===== config.mk =====
export PLATFORM = sky130hd
export DESIGN_NAME = moving_average_hysteresis_filter
export DESIGN_NICKNAME = d
export VERILOG_FILES = /design/src/rtl/mahf_pkg.sv /design/src/rtl/mahf_window.sv /design/src/rtl/moving_average_hysteresis_filter.sv
export SDC_FILE = /design/constraint.sdc
export NUM_CORES = 1
export LEC_CHECK = 0
export BUFFER_PORTS_ARGS = -buffer_cell sky130_fd_sc_hd__buf_2
export CAP_MARGIN = 10
export CORE_MARGIN = 5
export CORE_UTILIZATION = 45
export DETAILED_ROUTE_END_ITERATION = 8
export SYNTH_ARGS = -nofsm -noshare
export SYNTH_HDL_FRONTEND = slang
export SYNTH_HIERARCHICAL = 1
export SYNTH_SLANG_ARGS = --single-unit

===== constraint.sdc =====
create_clock -name clk -period 14.95 [get_ports clk]
set_clock_uncertainty 0.2 [all_clocks]
set_input_delay 1.495 -clock clk [delete_from_list [all_inputs] [get_ports clk]]
set_output_delay 1.495 -clock clk [all_outputs]
set_load 0.02 [all_outputs]

===== src/rtl/mahf_pkg.sv =====
package mahf_pkg;

  localparam int unsigned WINDOW    = 50;
  localparam int unsigned SLOT_W    = $clog2(WINDOW);
  localparam int unsigned SAMPLE_W  = 10;
  localparam int unsigned SUM_W     = 16;
  localparam int unsigned TEMP_W    = 19;

  // sum / WINDOW as (sum * RECIP) >> DIV_SHIFT; exact for every 16-bit sum
  // while (RECIP * WINDOW - 2**DIV_SHIFT) * 65535 < 2**DIV_SHIFT.
  localparam int unsigned DIV_SHIFT = 22;
  localparam int unsigned RECIP     = ((1 << DIV_SHIFT) + WINDOW - 1) / WINDOW;
  localparam int unsigned RECIP_W   = $clog2(RECIP + 1);
  localparam int unsigned PROD_W    = SUM_W + RECIP_W;

  localparam logic [8:0]        SCALE     = 9'd500;
  localparam logic [TEMP_W-1:0] THR_RESET = 19'd819;

  typedef struct packed {
    logic take;    // item accepted: read oldest slot
    logic commit;  // item leaves window stage: write slot, update sum
  } win_ctl_t;

endpackage


===== src/rtl/mahf_window.sv =====
module mahf_window (
  input  logic                            clk,
  input  logic                            rst_n,
  input  mahf_pkg::win_ctl_t              ctl,
  input  logic [mahf_pkg::SAMPLE_W-1:0]   sample,
  output logic [mahf_pkg::SUM_W-1:0]      sum_nxt
);

  logic [mahf_pkg::SAMPLE_W-1:0] store [mahf_pkg::WINDOW];
  logic [mahf_pkg::WINDOW-1:0]   vld_r;
  logic [mahf_pkg::SLOT_W-1:0]   slot_r;
  logic [mahf_pkg::SLOT_W-1:0]   slot_nxt;
  logic [mahf_pkg::SLOT_W-1:0]   wslot_r;
  logic [mahf_pkg::SAMPLE_W-1:0] smp_r;
  logic [mahf_pkg::SAMPLE_W-1:0] rd_data_r;
  logic                          rd_vld_r;
  logic [mahf_pkg::SUM_W-1:0]    sum_r;
  logic [mahf_pkg::SAMPLE_W-1:0] old_smp;

  assign slot_nxt = (slot_r == mahf_pkg::SLOT_W'(mahf_pkg::WINDOW - 1)) ?
                    '0 : slot_r + 1'b1;

  // Sample store: one read at accept, one write at commit. The slot read
  // is always the one after the slot being written, so no bypass.
  always_ff @(posedge clk) begin
    if (ctl.commit) begin
      store[wslot_r] <= smp_r;
    end
    if (ctl.take) begin
      rd_data_r <= store[slot_r];
    end
  end

  always_ff @(posedge clk) begin
    if (ctl.take) begin
      rd_vld_r <= vld_r[slot_r];
      smp_r    <= sample;
      wslot_r  <= slot_r;
    end
  end

  always_ff @(posedge clk) begin
    if (!rst_n) begin
      slot_r <= '0;
      vld_r  <= '0;
      sum_r  <= '0;
    end else begin
      if (ctl.take) begin
        slot_r <= slot_nxt;
      end
      if (ctl.commit) begin
        vld_r[wslot_r] <= 1'b1;
        sum_r          <= sum_nxt;
      end
    end
  end

  // never-written slot counts as zero
  assign old_smp = rd_vld_r ? rd_data_r : '0;
  assign sum_nxt = sum_r - mahf_pkg::SUM_W'(old_smp) + mahf_pkg::SUM_W'(smp_r);

endmodule


===== src/rtl/moving_average_hysteresis_filter.sv =====
// Moving-average temperature filter with a hysteresis-held shown value.
//
// Input channel (in_valid/in_ready/in_sample): one 10-bit converter sample
// per item. Output channel (out_valid/out_ready/out_*): one result item per
// input item, in order: the truncated window mean, that mean times 500
// (temperature in 1/1024 degree), the held (shown) temperature, and a flag
// set when this item replaced the held value.
// Config: cfg_wr_en/cfg_wr_data write the 19-bit hysteresis threshold at
// the clock edge; write it only while no item is in flight.
//
// Throughput: one item per cycle while the receiver keeps up. A result
// passes the window read at the accepting edge, then the sum,
// divide-by-multiply, scale and compare/output registers. The pace is
// set by the update of the running sum and held temperature, each a
// feedback register.
// Reset (rst_n low, synchronous): window slots are marked empty (read as
// zero), sum, slot pointer and held temperature clear, threshold = 819.
// Receiver stall: each stage advances only into an empty or draining
// stage, so bubbles collapse and up to four more items are taken while a
// result waits; in_ready drops only when all stages are full.
module moving_average_hysteresis_filter (
  input  logic                            clk,
  input  logic                            rst_n,
  input  logic                            in_valid,
  output logic                            in_ready,
  input  logic [mahf_pkg::SAMPLE_W-1:0]   in_sample,
  output logic                            out_valid,
  input  logic                            out_ready,
  output logic [mahf_pkg::SAMPLE_W-1:0]   out_average,
  output logic [mahf_pkg::TEMP_W-1:0]     out_temperature_now,
  output logic                            out_shown_changed,
  output logic [mahf_pkg::TEMP_W-1:0]     out_shown_temperature,
  input  logic                            cfg_wr_en,
  input  logic [mahf_pkg::TEMP_W-1:0]     cfg_wr_data
);

  // stage valids
  logic v1_r, v2_r, v3_r, v4_r, vo_r;
  logic en1, en2, en3, en4, eno;

  mahf_pkg::win_ctl_t            win_ctl;
  logic [mahf_pkg::SUM_W-1:0]    sum_nxt;

  logic [mahf_pkg::SUM_W-1:0]    sum2_r;
  logic [mahf_pkg::PROD_W-1:0]   quot_prod;
  logic [mahf_pkg::SAMPLE_W-1:0] avg3_r;
  logic [mahf_pkg::SAMPLE_W-1:0] avg4_r;
  logic [mahf_pkg::TEMP_W-1:0]   temp4_r;

  logic [mahf_pkg::TEMP_W-1:0]   thr_r;
  logic [mahf_pkg::TEMP_W-1:0]   held_r;
  logic [mahf_pkg::TEMP_W-1:0]   held_nxt;
  logic                          chg_nxt;
  logic [mahf_pkg::TEMP_W:0]     upper;
  logic [mahf_pkg::TEMP_W:0]     lower;

  logic [mahf_pkg::SAMPLE_W-1:0] avg_o_r;
  logic [mahf_pkg::TEMP_W-1:0]   temp_o_r;
  logic                          chg_o_r;
  logic [mahf_pkg::TEMP_W-1:0]   shown_o_r;

  // Stage enables: a stage loads when its holder is empty or moving on.
  assign eno      = !vo_r || out_ready;
  assign en4      = !v4_r || eno;
  assign en3      = !v3_r || en4;
  assign en2      = !v2_r || en3;
  assign en1      = !v1_r || en2;
  assign in_ready = en1;

  assign win_ctl.take   = in_valid && en1;
  assign win_ctl.commit = v1_r && en2;

  // Stage 1: ring store and running sum.
  mahf_window u_window (
    .clk     (clk),
    .rst_n   (rst_n),
    .ctl     (win_ctl),
    .sample  (in_sample),
    .sum_nxt (sum_nxt)
  );

  always_ff @(posedge clk) begin
    if (!rst_n) begin
      v1_r   <= 1'b0;
      v2_r   <= 1'b0;
      v3_r   <= 1'b0;
      v4_r   <= 1'b0;
      vo_r   <= 1'b0;
      thr_r  <= mahf_pkg::THR_RESET;
      held_r <= '0;
    end else begin
      if (en1) v1_r <= in_valid;
      if (en2) v2_r <= v1_r;
      if (en3) v3_r <= v2_r;
      if (en4) v4_r <= v3_r;
      if (eno) vo_r <= v4_r;
      if (cfg_wr_en) begin
        thr_r <= cfg_wr_data;
      end
      if (v4_r && eno) begin
        held_r <= held_nxt;
      end
    end
  end

  // Stage 2 -> 3: sum / WINDOW via reciprocal multiply.
  assign quot_prod = mahf_pkg::PROD_W'(sum2_r) *
                     mahf_pkg::PROD_W'(mahf_pkg::RECIP);

  // Compare at one extra bit so neither band edge wraps.
  assign upper = {1'b0, held_r} + {1'b0, thr_r};
  assign lower = {1'b0, temp4_r} + {1'b0, thr_r};

  always_comb begin
    chg_nxt  = ({1'b0, temp4_r} > upper) || (lower < {1'b0, held_r});
    held_nxt = chg_nxt ? temp4_r : held_r;
  end

  always_ff @(posedge clk) begin
    if (en2) begin
      sum2_r <= sum_nxt;
    end
    if (en3) begin
      avg3_r <= quot_prod[mahf_pkg::DIV_SHIFT +: mahf_pkg::SAMPLE_W];
    end
    if (en4) begin
      avg4_r  <= avg3_r;
      temp4_r <= mahf_pkg::TEMP_W'(avg3_r) * mahf_pkg::TEMP_W'(mahf_pkg::SCALE);
    end
    if (eno) begin
      avg_o_r   <= avg4_r;
      temp_o_r  <= temp4_r;
      chg_o_r   <= chg_nxt;
      shown_o_r <= held_nxt;
    end
  end

  assign out_valid             = vo_r;
  assign out_average           = avg_o_r;
  assign out_temperature_now   = temp_o_r;
  assign out_shown_changed     = chg_o_r;
  assign out_shown_temperature = shown_o_r;

  // in_ready only drops when the output holds an unaccepted result
  a_stall_src: assert property (@(posedge clk) disable iff (!rst_n)
    !in_ready |-> (out_valid && !out_ready))
    else $error("input stalled without output backpressure");

  a_held_match: assert property (@(posedge clk) disable iff (!rst_n)
    out_valid |-> (held_r == out_shown_temperature))
    else $error("held temperature diverges from shown output");

  a_chg_value: assert property (@(posedge clk) disable iff (!rst_n)
    (out_valid && out_shown_changed) |-> (out_shown_temperature == out_temperature_now))
    else $error("changed flag without taking new temperature");

  a_scale: assert property (@(posedge clk) disable iff (!rst_n)
    out_valid |-> (out_temperature_now ==
                   mahf_pkg::TEMP_W'(out_average) * mahf_pkg::TEMP_W'(mahf_pkg::SCALE)))
    else $error("temperature not average times scale");

endmodule


==> results.tsv <==
metric	value	unit
Die W	297.9	microns
DR vias	20571	
grt ovf	0	
first-pass GRT wire length	128000	microns
Final Util	50.44	%
Layout Nets	3094	
wire length on met1	36160	microns
post-cts resize count	0	
hold buffers post-CTS	0	
Startpoint Class	flop	
Final setup viols	0	
DR WL/cell	21.29	microns
clk buf depth	3	
FFs w/ async S/R, synth	0	%
total negative slack	0	ns
WP data arrival	6.45	ns
Post-synth EDFFs	623	
vias in the first global route	21918	
highest metal used	met4	
Die ar.	0.08876	sq mm
clock slew at reported path FFs	0.06	ns
most common cell after layout, fill and taps aside	edfxtp_1	
status	finished, final reports clean	
CP Data Required Time	15.13	ns
All-Layer GR Usage	18.30	%
placer congestion estimate	0.8753	
post-synthesis cell count	2559	
Root Buffer	clkbuf_16	
sequential share of the synthesized area	56.32	%
critical path class	flop to flop	
max_slew headroom	19.29	%
Slew @ Worst Pin	1.206	ns
Remaining DRCs	0	
CP endpoint kind	flop	
met3 WL	3679	microns
Yosys cell types	69	
CTS tree	yes	
placed wire-length estimate	54310	microns
Synth-to-Final Area Change	11.02	%
unrepaired setup endpoints after global routing	false	
Fmax	159.3	MHz
Max Transition Viols Final	0	
Ports	85	
most used flip-flop cell after synthesis	edfxtp_1	
min cycle time layout	6.278	ns
IO Port Bufs	82	
MaxCap Viol Count	0	
antenna-violating nets left	0	
synthesized area	0.03730	sq mm
Via-to-Cell Ratio	5.416	
Clk Latency, worst-skew pair	0.63	ns
TritonCTS buffer count	79	
CTS Sinks	738	
Ys Warns	6	
initial antenna violation count	0	
starting density of the core	45.43	%
Multi-input gate area	0.01483	sq mm
register area	0.02102	sq mm
Hold Path Class	flop to flop	
Initial DRC Count	1316	
flops & latches, synth	738	
routed wire length	80840	microns
pin count of the biggest net entering global routing	78	
H-tree Lvls	3	
Avg Inst Size Synth	14.58	sq um
Std-Cell Rows	105	
core area	0.08211	sq mm
layout cell share with drive strength beyond 1	13.53	%
crit-path max FO	6	
WL met2	39780	microns
commonest cells after routing, fill and taps aside	623 x edfxtp_1, 270 x inv_1, 262 x ha_1, 138 x fa_1, 125 x mux4_2	
Die Y	297.9	microns
# Post-CTS Setup Buffers	0	
Layout fillers	6863	
period utilization	41.99	%
TritonRoute pass-1 iters	5	
final hold violations	0	
## worst paths after layout
kind | startpoint | to | slack, ns | cells past startpoint
min | avg4_r[2] | out_average[2] | 0.21 | 0
max reg2reg | sum2_r[14] | avg3_r[9] | 8.67 | 19
max | sum2_r[14] | avg3_r[9] | 8.67 | 19
min reg2reg | avg4_r[2] | out_average[2] | 0.21 | 0
## cells by family after synthesis
logic type | count (synthesis) | share of synthesized area [%]
XOR/XNOR | 75 | 1.761
buffers and inverters | 359 | 3.961
adder cells (fa/ha/maj) | 400 | 16.19
flip-flops | 738 | 56.32
AO/OA/AOI/OAI | 355 | 6.104
other | 1 | 0.01005
AND/OR/NAND/NOR | 390 | 4.991
multiplexers | 241 | 10.66
## synthesized netlist by cell type, drive strengths merged, types with 7 or more instances
library cell	count	area, sq um
edfxtp	623	18710
inv	271	1017
ha	262	3278
fa	138	2763
mux4	125	2815
nand2	119	446.7
mux2i	116	1161
dfxtp	115	2302
nor2	102	382.9
o21ai	91	459.2
a21oi	87	435.4
o21a	57	427.9
buf	46	301.5
xnor2	45	394.1
clkbuf	42	158.9
nor2b	36	225.2
xor2	30	262.8
a211oi	27	207.7
a21o	25	187.7
nand3	24	120.1
nor3	22	110.1
and2	19	118.9
nand4	17	106.4
and3	12	75.07
o211ai	12	90.09
o22ai	10	62.56
o21bai	8	60.06
nand3b	7	52.55
or2	7	43.79
## registers in the layout (all words and copies together), names as in the netlist, 6 cells and up
register	count
sum2_r	16
u_window/smp_r	10
out_average	10
avg3_r	10
held_r	19
u_window/store	500
u_window/wslot_r	6
out_temperature_now	15
thr_r	19
u_window/sum_r	16
avg4_r	10
u_window/slot_r	6
u_window/vld_r	50
u_window/rd_data_r	10
temp4_r	15
out_shown_temperature	19
## cell type report
cell class	count	share of cell area [%]
Antenna cell	1	0.006042
Sequential cell	738	50.76
Inverter	271	2.456
Clock buffer	108	5.260
Timing Repair Buffer	107	1.529
Multi-Input combinational cell	1463	35.81
Clock inverter	40	0.9426
Tap cell	1070	3.233
## worst max-delay path: stages, from the launching register on
cell and delay, ns:
edfxtp_1 0.50, inv_1 0.12, fa_1 0.58, fa_1 0.54, inv_1 0.06, fa_1 0.50
fa_1 0.44, fa_1 0.50, inv_1 0.05, fa_1 0.47, inv_1 0.04, ha_1 0.28
a211oi_1 0.21, o21ai_0 0.13, o211ai_1 0.15, and2b_1 0.20, a211oi_2 0.11, o41a_4 0.39
and4_4 0.19, or3_1 0.35
## layer usage
layer,track usage [%],vias to the layer above
met5,0,-
met2,31.27,453
met4,3.829,0
met1,25.05,10418
li1,-,9616
met3,2.891,84
## stage by stage
step	instance area (sq um)	worst slack (ns)	cells	hold slack, ns
3_5_place_dp	38770	8.650	3644	0.2045
3_3_place_gp	38770	8.753	3644	0.2035
5_1_grt	41410	8.405	3797	0.2300
4_1_cts	41340	8.640	3792	0.2135
2_1_floorplan	37310	9.047	2560	0.2003
6_report	41420	8.672	3798	0.2086
Power is left out: the tool's default activity adds up to more than one toggle a clock period on the data nets, which glitch-free logic cannot reach.
